==> src/rtl/uptq_pkg.sv <==
// shared types, character codes and phase encoding for the uri tokenizer
package uptq_pkg;

   typedef enum logic [2:0] {
      PH_SLASH = 3'd0,
      PH_PATH  = 3'd1,
      PH_NAME  = 3'd2,
      PH_VALUE = 3'd3,
      PH_HEX1  = 3'd4,
      PH_HEX2  = 3'd5,
      PH_FRAG  = 3'd6,
      PH_DROP  = 3'd7
   } phase_type;

   localparam logic [2:0] TK_NONE  = 3'd0;
   localparam logic [2:0] TK_PATH  = 3'd1;
   localparam logic [2:0] TK_NAME  = 3'd2;
   localparam logic [2:0] TK_VALUE = 3'd3;
   localparam logic [2:0] TK_FRAG  = 3'd4;

   localparam logic [7:0] CH_SLASH   = 8'h2F;
   localparam logic [7:0] CH_QUEST   = 8'h3F;
   localparam logic [7:0] CH_EQUALS  = 8'h3D;
   localparam logic [7:0] CH_AMP     = 8'h26;
   localparam logic [7:0] CH_HASH    = 8'h23;
   localparam logic [7:0] CH_PERCENT = 8'h25;

   typedef struct packed {
      logic [7:0] char_in;
      logic       end_mark;
   } req_type;

   typedef struct packed {
      logic [2:0] token_kind;
      logic [7:0] char_out;
      logic       closes_segment;
      logic       closes_name;
      logic       closes_param;
      logic       uri_done;
      logic       bad_uri;
   } rsp_type;

   // outcome of one tokenizer step
   typedef struct packed {
      phase_type  phase;
      logic [3:0] high_nibble;
      logic       has_result;
      rsp_type    rsp;
   } step_type;

endpackage

==> src/rtl/uptq_step.sv <==
// combinational tokenizer step: next phase, escape nibble and result for one character
module uptq_step (
   input  uptq_pkg::phase_type phase,
   input  logic [3:0]          high_nibble,
   input  uptq_pkg::req_type   item,
   output uptq_pkg::step_type  step
);

   // {is_hex, value}
   function automatic logic [4:0] hex_val(input logic [7:0] c);
      logic [4:0] r;
      begin
         r = 5'd0;
         if (c >= 8'h30 && c <= 8'h39) begin
            r = {1'b1, 4'(c - 8'h30)};
         end else if (c >= 8'h61 && c <= 8'h66) begin
            r = {1'b1, 4'(c - 8'h57)};
         end else if (c >= 8'h41 && c <= 8'h46) begin
            r = {1'b1, 4'(c - 8'h37)};
         end
         return r;
      end
   endfunction

   logic [7:0] c;
   logic       e;
   logic [4:0] hv;

   assign c  = item.char_in;
   assign e  = item.end_mark;
   assign hv = hex_val(c);

   always_comb begin
      step             = '0;
      step.phase       = phase;
      step.high_nibble = high_nibble;
      step.rsp.token_kind = uptq_pkg::TK_NONE;
      case (phase)
         uptq_pkg::PH_SLASH: begin
            if (e || c != uptq_pkg::CH_SLASH) begin
               step.has_result   = 1'b1;
               step.rsp.uri_done = 1'b1;
               step.rsp.bad_uri  = 1'b1;
               step.phase        = e ? uptq_pkg::PH_SLASH : uptq_pkg::PH_DROP;
            end else begin
               step.phase = uptq_pkg::PH_PATH;
            end
         end
         uptq_pkg::PH_PATH: begin
            step.has_result = 1'b1;
            if (e) begin
               step.rsp.closes_segment = 1'b1;
               step.rsp.uri_done       = 1'b1;
               step.phase              = uptq_pkg::PH_SLASH;
            end else if (c == uptq_pkg::CH_SLASH) begin
               step.rsp.closes_segment = 1'b1;
            end else if (c == uptq_pkg::CH_QUEST) begin
               step.rsp.closes_segment = 1'b1;
               step.phase              = uptq_pkg::PH_NAME;
            end else begin
               step.rsp.token_kind = uptq_pkg::TK_PATH;
               step.rsp.char_out   = c;
            end
         end
         uptq_pkg::PH_NAME: begin
            step.has_result = 1'b1;
            if (e) begin
               step.rsp.uri_done = 1'b1;
               step.rsp.bad_uri  = 1'b1;
               step.phase        = uptq_pkg::PH_SLASH;
            end else if (c == uptq_pkg::CH_EQUALS) begin
               step.rsp.closes_name = 1'b1;
               step.phase           = uptq_pkg::PH_VALUE;
            end else begin
               step.rsp.token_kind = uptq_pkg::TK_NAME;
               step.rsp.char_out   = c;
            end
         end
         uptq_pkg::PH_VALUE: begin
            step.has_result = 1'b1;
            if (e) begin
               step.rsp.closes_param = 1'b1;
               step.rsp.uri_done     = 1'b1;
               step.phase            = uptq_pkg::PH_SLASH;
            end else if (c == uptq_pkg::CH_AMP) begin
               step.rsp.closes_param = 1'b1;
               step.phase            = uptq_pkg::PH_NAME;
            end else if (c == uptq_pkg::CH_HASH) begin
               step.rsp.closes_param = 1'b1;
               step.phase            = uptq_pkg::PH_FRAG;
            end else if (c == uptq_pkg::CH_PERCENT) begin
               step.has_result = 1'b0;
               step.phase      = uptq_pkg::PH_HEX1;
            end else begin
               step.rsp.token_kind = uptq_pkg::TK_VALUE;
               step.rsp.char_out   = c;
            end
         end
         uptq_pkg::PH_HEX1: begin
            if (e || !hv[4]) begin
               step.has_result   = 1'b1;
               step.rsp.uri_done = 1'b1;
               step.rsp.bad_uri  = 1'b1;
               step.phase        = e ? uptq_pkg::PH_SLASH : uptq_pkg::PH_DROP;
            end else begin
               step.high_nibble = hv[3:0];
               step.phase       = uptq_pkg::PH_HEX2;
            end
         end
         uptq_pkg::PH_HEX2: begin
            step.has_result = 1'b1;
            if (e || !hv[4]) begin
               step.rsp.uri_done = 1'b1;
               step.rsp.bad_uri  = 1'b1;
               step.phase        = e ? uptq_pkg::PH_SLASH : uptq_pkg::PH_DROP;
            end else begin
               step.rsp.token_kind = uptq_pkg::TK_VALUE;
               step.rsp.char_out   = {high_nibble, hv[3:0]};
               step.phase          = uptq_pkg::PH_VALUE;
            end
         end
         uptq_pkg::PH_FRAG: begin
            step.has_result = 1'b1;
            if (e) begin
               step.rsp.uri_done = 1'b1;
               step.phase        = uptq_pkg::PH_SLASH;
            end else begin
               step.rsp.token_kind = uptq_pkg::TK_FRAG;
               step.rsp.char_out   = c;
            end
         end
         default: begin
            // discarding after an error, until the terminator
            if (e) begin
               step.phase = uptq_pkg::PH_SLASH;
            end
         end
      endcase
   end

endmodule

==> src/rtl/uri_path_query_tokenizer.sv <==
// top level of the uri path/query/fragment tokenizer with percent decoding
// requests pass an input register, then a result register that drives rsp_valid
// throughput: one character per cycle while results are not held back by rsp_ready
// no response for the leading slash, '%', first hex digit or items after an error
// reset: synchronous, clears both valid flags and returns to expecting the leading slash
module uri_path_query_tokenizer (
   input  logic              clock,
   input  logic              reset,
   input  logic              req_valid,
   output logic              req_ready,
   input  uptq_pkg::req_type req_data,
   output logic              rsp_valid,
   input  logic              rsp_ready,
   output uptq_pkg::rsp_type rsp_data
);

   // input register
   logic              in_valid_ff, in_valid_in;
   uptq_pkg::req_type in_item_ff,  in_item_in;

   // tokenizer state
   uptq_pkg::phase_type phase_ff, phase_in;
   logic [3:0]          nibble_ff, nibble_in;

   // result register
   logic              out_valid_ff, out_valid_in;
   uptq_pkg::rsp_type out_item_ff,  out_item_in;

   uptq_pkg::step_type step;
   logic               advance;

   uptq_step u_step (
      .phase       (phase_ff),
      .high_nibble (nibble_ff),
      .item        (in_item_ff),
      .step        (step)
   );

   // the held item moves on when its result has room, or when it gives none
   assign advance   = in_valid_ff && (!out_valid_ff || rsp_ready || !step.has_result);
   assign req_ready = !in_valid_ff || advance;
   assign rsp_valid = out_valid_ff;
   assign rsp_data  = out_item_ff;

   always_comb begin
      in_valid_in  = in_valid_ff;
      in_item_in   = in_item_ff;
      phase_in     = phase_ff;
      nibble_in    = nibble_ff;
      out_valid_in = out_valid_ff;
      out_item_in  = out_item_ff;

      // response transaction taken by the sink
      if (rsp_ready) begin
         out_valid_in = 1'b0;
      end

      if (advance) begin
         phase_in    = step.phase;
         nibble_in   = step.high_nibble;
         in_valid_in = 1'b0;
         if (step.has_result) begin
            out_valid_in = 1'b1;
            out_item_in  = step.rsp;
         end
      end

      // new request transaction
      if (req_valid && req_ready) begin
         in_valid_in = 1'b1;
         in_item_in  = req_data;
      end
   end

   always_ff @(posedge clock) begin
      if (reset) begin
         in_valid_ff  <= 1'b0;
         out_valid_ff <= 1'b0;
         phase_ff     <= uptq_pkg::PH_SLASH;
         nibble_ff    <= 4'd0;
      end else begin
         in_valid_ff  <= in_valid_in;
         out_valid_ff <= out_valid_in;
         phase_ff     <= phase_in;
         nibble_ff    <= nibble_in;
      end
      in_item_ff  <= in_item_in;
      out_item_ff <= out_item_in;
   end

endmodule

==> config.mk <==
export PLATFORM = sky130hd
export DESIGN_NAME = uri_path_query_tokenizer
export DESIGN_NICKNAME = d
export VERILOG_FILES = /design/src/rtl/uptq_pkg.sv /design/src/rtl/uptq_step.sv /design/src/rtl/uri_path_query_tokenizer.sv
export SDC_FILE = /design/constraint.sdc
export NUM_CORES = 1
export LEC_CHECK = 0
export BUFFER_PORTS_ARGS = -buffer_cell sky130_fd_sc_hd__buf_2
export CAP_MARGIN = 40
export CORE_MARGIN = 5
export CORE_UTILIZATION = 45
export CTS_CLUSTER_DIAMETER = 50
export DETAILED_ROUTE_END_ITERATION = 8
export PLACE_DENSITY = 0.67
export SETUP_SLACK_MARGIN = 0.2
export SYNTH_ARGS = -nofsm -noshare
export SYNTH_HDL_FRONTEND = slang
export SYNTH_HIERARCHICAL = 1
export SYNTH_SLANG_ARGS = --single-unit
==> constraint.sdc <==
create_clock -name clock -period 3.4 [get_ports clock]
set_input_delay 0.17 -clock clock [delete_from_list [all_inputs] [get_ports clock]]
set_output_delay 0.17 -clock clock [all_outputs]
set_load 0.02 [all_outputs]
# Yosys cells after proc, flatten, opt, wreduce, memory -nomap -nowiden
# Index checks and enable logic that the tools add are counted.
# classes
n_addsub	3
n_lt_le_gt_ge	6
eq_ne	17
n_mux	52
bitwise	2
reduce_logical	24
# op_table
cell	count
$pmux W11 S5	1
$eq A8 B6 Y1 const B	6
$mux W11	4
$mux W3	14
$mux W12	3
$mux W10	3
$pmux W3 S6	1
$ge A8 B7 Y1 const B	2
$le A8 B7 Y1 const B	2
$mux W1	16
$mux W5	3
$eq A3 B3 Y1 const B	3
$mux W9	1
$ge A8 B6 Y1 const B	1
$le A8 B6 Y1 const B	1
$ne A8 B6 Y1 const B	1
$pmux W1 S4	2
$sub A4 B3 Y4 const B	2
$reduce_bool A7 Y1	1
$eq A3 B2 Y1 const B	2
$mux W2	3
$ne A3 B2 Y1 const B	2
$reduce_and A6 Y1	1
$logic_and A1 B1 Y1	5
other kinds (15)	24
# totals
register_bits	34
input_bits	13
elab_cells	117

# Longest topological paths before layout
# depth
word_depth	15
ltp_mapped	10
ltp_nobuf	8

# Modules after synthesis
# Netlist, hierarchy kept.
# modules_own_cells
module	instances	cells_each	area_per_inst_um2	seq_area_each_um2
uri_path_query_tokenizer	1	66	1164.9	930.9
uptq_step	1	136	898.4	0.0

# Least setup slack after synthesis
# Ideal clock, no wire load.
# synth_timing
path_type	register -> register
from	reg in_item_ff[5] (netlist bit)
to	reg in_item_ff[0] (netlist bit), enable pin
arrival_ns	2.328
path_slack_ns	0.692
stages_incl_launch_ff	7
n_path_buf	1
period_less_slack_ns	2.708
cell_sequence	edfxtp_1 or4b_1 or3_1 buf_6 nand4_1 o211ai_1 a31oi_1
# synth_rtl
element	line	text
start: declaration	uri_path_query_tokenizer.sv:19	uptq_pkg::req_type in_item_ff, in_item_in;
start signal: assignment	uri_path_query_tokenizer.sv:87	in_item_ff <= in_item_in;

==> impl_metrics.yaml <==
timing:
  slew_headroom_pct: 56.3
  fin_skew_ns: 0.00567
  max_freq_mhz: 349
  finalSetupViolCount: 0
  fin_hold_ws_ns: 0.0645
  rsz0062_at_grt: "false"
  setup_tns_ns: 0
  finalHoldViolations: 0
  min_period_ns: 2.86
  slew_viol_final: 0
  fin_ws_ns: 0.537
  period_share_pct: 84.2
  worst_slew_pin_slew_ns: 0.654
critical_path:
  startpoint: "in_item_ff[5]"
  worstSetupStartpointType: "register"
  ff2ff_setup_slack_ns: 0.54
  critPathCapture: "rsp_data[7]"
  worst_r2r_endpoint: "rsp_data[7]"
  path_cells: "or4b_1, or3_1, nand4_1, o211ai_1, a21boi_2, and2_2"
  cp_slowest_cell: "or4b_1"
  worstSetupPathType: "reg -> reg"
  path_max_fanout: 16
  critPathMaxStageDelay_ns: 0.56
  worstPathArrival_ns: 2.80
  endpoint_kind: "register"
  rr_startpoint: "in_item_ff[5]"
  cp.required_ns: 3.34
  rr_worst_depth: 6
logic_synthesis:
  ys_ff_latch: 34
  synth_cells: 202
  synth_cell_types: 55
  synth_flop_cell: "edfxtp_1"
  synth_area_um2: 2060
  ys_warn_count: 6
  synth.avg_cell_area_um2: 10.2
  synth.area.top_cells: "edfxtp_1, dfxtp_1, nand2b_1"
  synth_area_leader_cell: "edfxtp_1"
  syn-num-nets: 219
  synth_top_area_share_pct: 36.4
  async_reset_ff_share_pct: 0
  synth_edf_count: 25
  yosysSeqAreaShare_pct: 45.1
floorplan:
  initial_core_util_pct: 46.7
  die_height_um: 77.7
  core_um2: 4410
  dieArea_um2: 6040
  die_w_um: 77.7
  fp-row-count: 24
  io_pins: 31
routing:
  wl_per_cell_um: 16.2
  ant_nets: 0
  dr_total_vias: 1700
  vias_per_cell: 5.96
  drt-initial-drc-count: 208
  routed_wl_um: 4600
  firstDrtPassIters: 5
  drc_errors: 0
worst_hold_path:
  min_path_type: "in -> reg"
  worstHoldStart: "req_data[5]"
grt:
  grt_max_degree: 20
  grt_pass1_wl_um: 7460
  first_global_vias: 1550
  track_usage_pct: 15.4
  antenna_found_initial: 0
  grt_overflow: 0
clock_network:
  cts.path.max_buffers: 2
  holdBufCountCts: 0
  cts_resized: 0
  cts_tree: "built"
  cts_root_buf: "clkbuf_8"
  h-tree-depth: 2
  post_cts_buffers: 0
  clkSlewWorstSetupHoldPaths_ns: 0.06
  cts-buffers-inserted: 5
  cts_sinks: 34
  clk_latency_ns: 0.28
layout:
  stdcell_area_um2: 2360
  drive_gt1_share_pct: 22.3
  fillers: 406
  antenna_cells: 0
  instances_no_fill: 285
  area_growth_pct: 14.5
  final_net_count: 249
  post-route-util_pct: 53.5
flow_run:
  drv_cap: 0
placement:
  gp_congestion: 0.899
  pre_cts_ws_ns: 0.516
  place_area_um2: 2260
  port_buffers: 30
  place_hpwl_um: 3350
  dp_cells: 277
pwr:
  fin_total_pwr_uw: 978
  power_density_nw_per_um2: 414
  vdd_drop_max_mv: 0.182
  p_leak_nw: 0.865
outcome:
  outcome: "finished, final reports clean"
## Yosys cell counts, drive strengths merged (3+ instances only)
cell type and n:
o211ai 3, mux2i 9, nand3 9, nor3 8, nor3b 3, mux2 4, and3 3, a21oi 8
inv 9, nand2 10, dfxtp 9, edfxtp 25, a31oi 4, nand2b 16, nand4 3, clkbuf 9
a211oi 3, buf 3, a21o 3, o21ai 5, ha 4, nor2 7, nor2b 4
## cells in the final DEF, fill, tap and decap left out, drive strengths merged, types with 5 or more instances in the layout
cell type,n
a21oi,8
buf,35
clkbuf,7
dfxtp,9
edfxtp,25
inv,9
mux2i,9
nand2,10
nand2b,16
nand3,9
nor2,7
nor3,8
o21ai,5
## worst min path at each step
stage | endpoint | slack, ns | cells after the start
6_report | in_item_ff[5] | 0.06 | 1
5_1_grt | in_item_ff[5] | 0.05 | 1
2_1_floorplan | in_item_ff[0] | 0.27 | 0
3_5_place_dp | in_item_ff[8] | 0.35 | 1
4_1_cts | in_item_ff[8] | 0.05 | 1
3_3_place_gp | in_item_ff[4] | 0.35 | 1
## final cells by class
class                           count  area, µm²  area share, %
Inverter                            9       33.8           1.43
Timing Repair Buffer               35        188           7.94
Multi-Input combinational cell    147       1040           44.0
Sequential cell                    34        931           39.4
Tap cell                           52       65.1           2.75
Clock buffer                        7       76.3           3.23
Clock inverter                      1       30.0           1.27
## flip-flops by register name, indices dropped and copies added (netlist names)
signal / count
rsp_valid: 1
in_item_ff: 9
nibble_ff: 4
rsp_data: 16
phase_ff: 3
in_valid_ff: 1
## report_power, final
part / switching (mW) / total [mW] / internal (mW)
Combinational: 0.0758 / 0.130 / 0.0540
Sequential: 0.0241 / 0.490 / 0.466
Clock: 0.138 / 0.357 / 0.219
## logic make-up (layout without fill, tap and decap cells)
family                     after synthesis  count (layout)  share of synthesized area [%]
AOI/OAI and AO/OA                       50              50                           17.8
and+or+nand+nor                         78              78                           22.7
adders and majority gates                4               4                           2.43
DFF                                     34              34                           45.1
muxes                                   13              13                           6.55
xor gates and xnor gates                 2               2                          0.849
buffers and inverters                   21              52                           4.55
## per-layer routing
| layer | GRT usage (%) | share of wire (%) | wire (µm) | vias to the layer above |
|---|---|---|---|---|
| met4 | 4.64 | 2.3 | 106 | 0 |
| met5 | 0 | 0 | 0 | - |
| met1 | 20.0 | 43 | 1960 | 782 |
| met3 | 4.17 | 7.8 | 361 | 12 |
| met2 | 25.0 | 47 | 2170 | 82 |
| li1 | - | - | - | 824 |
## worst max-delay path: cells and delay by family, from the launching register on
kind | cells | cell delay, ns
and+or+nand+nor | 4 | 1.61
DFF | 1 | 0.48
AOI/OAI and AO/OA | 2 | 0.42
No activity file was read; power rests on OpenSTA's default activity.
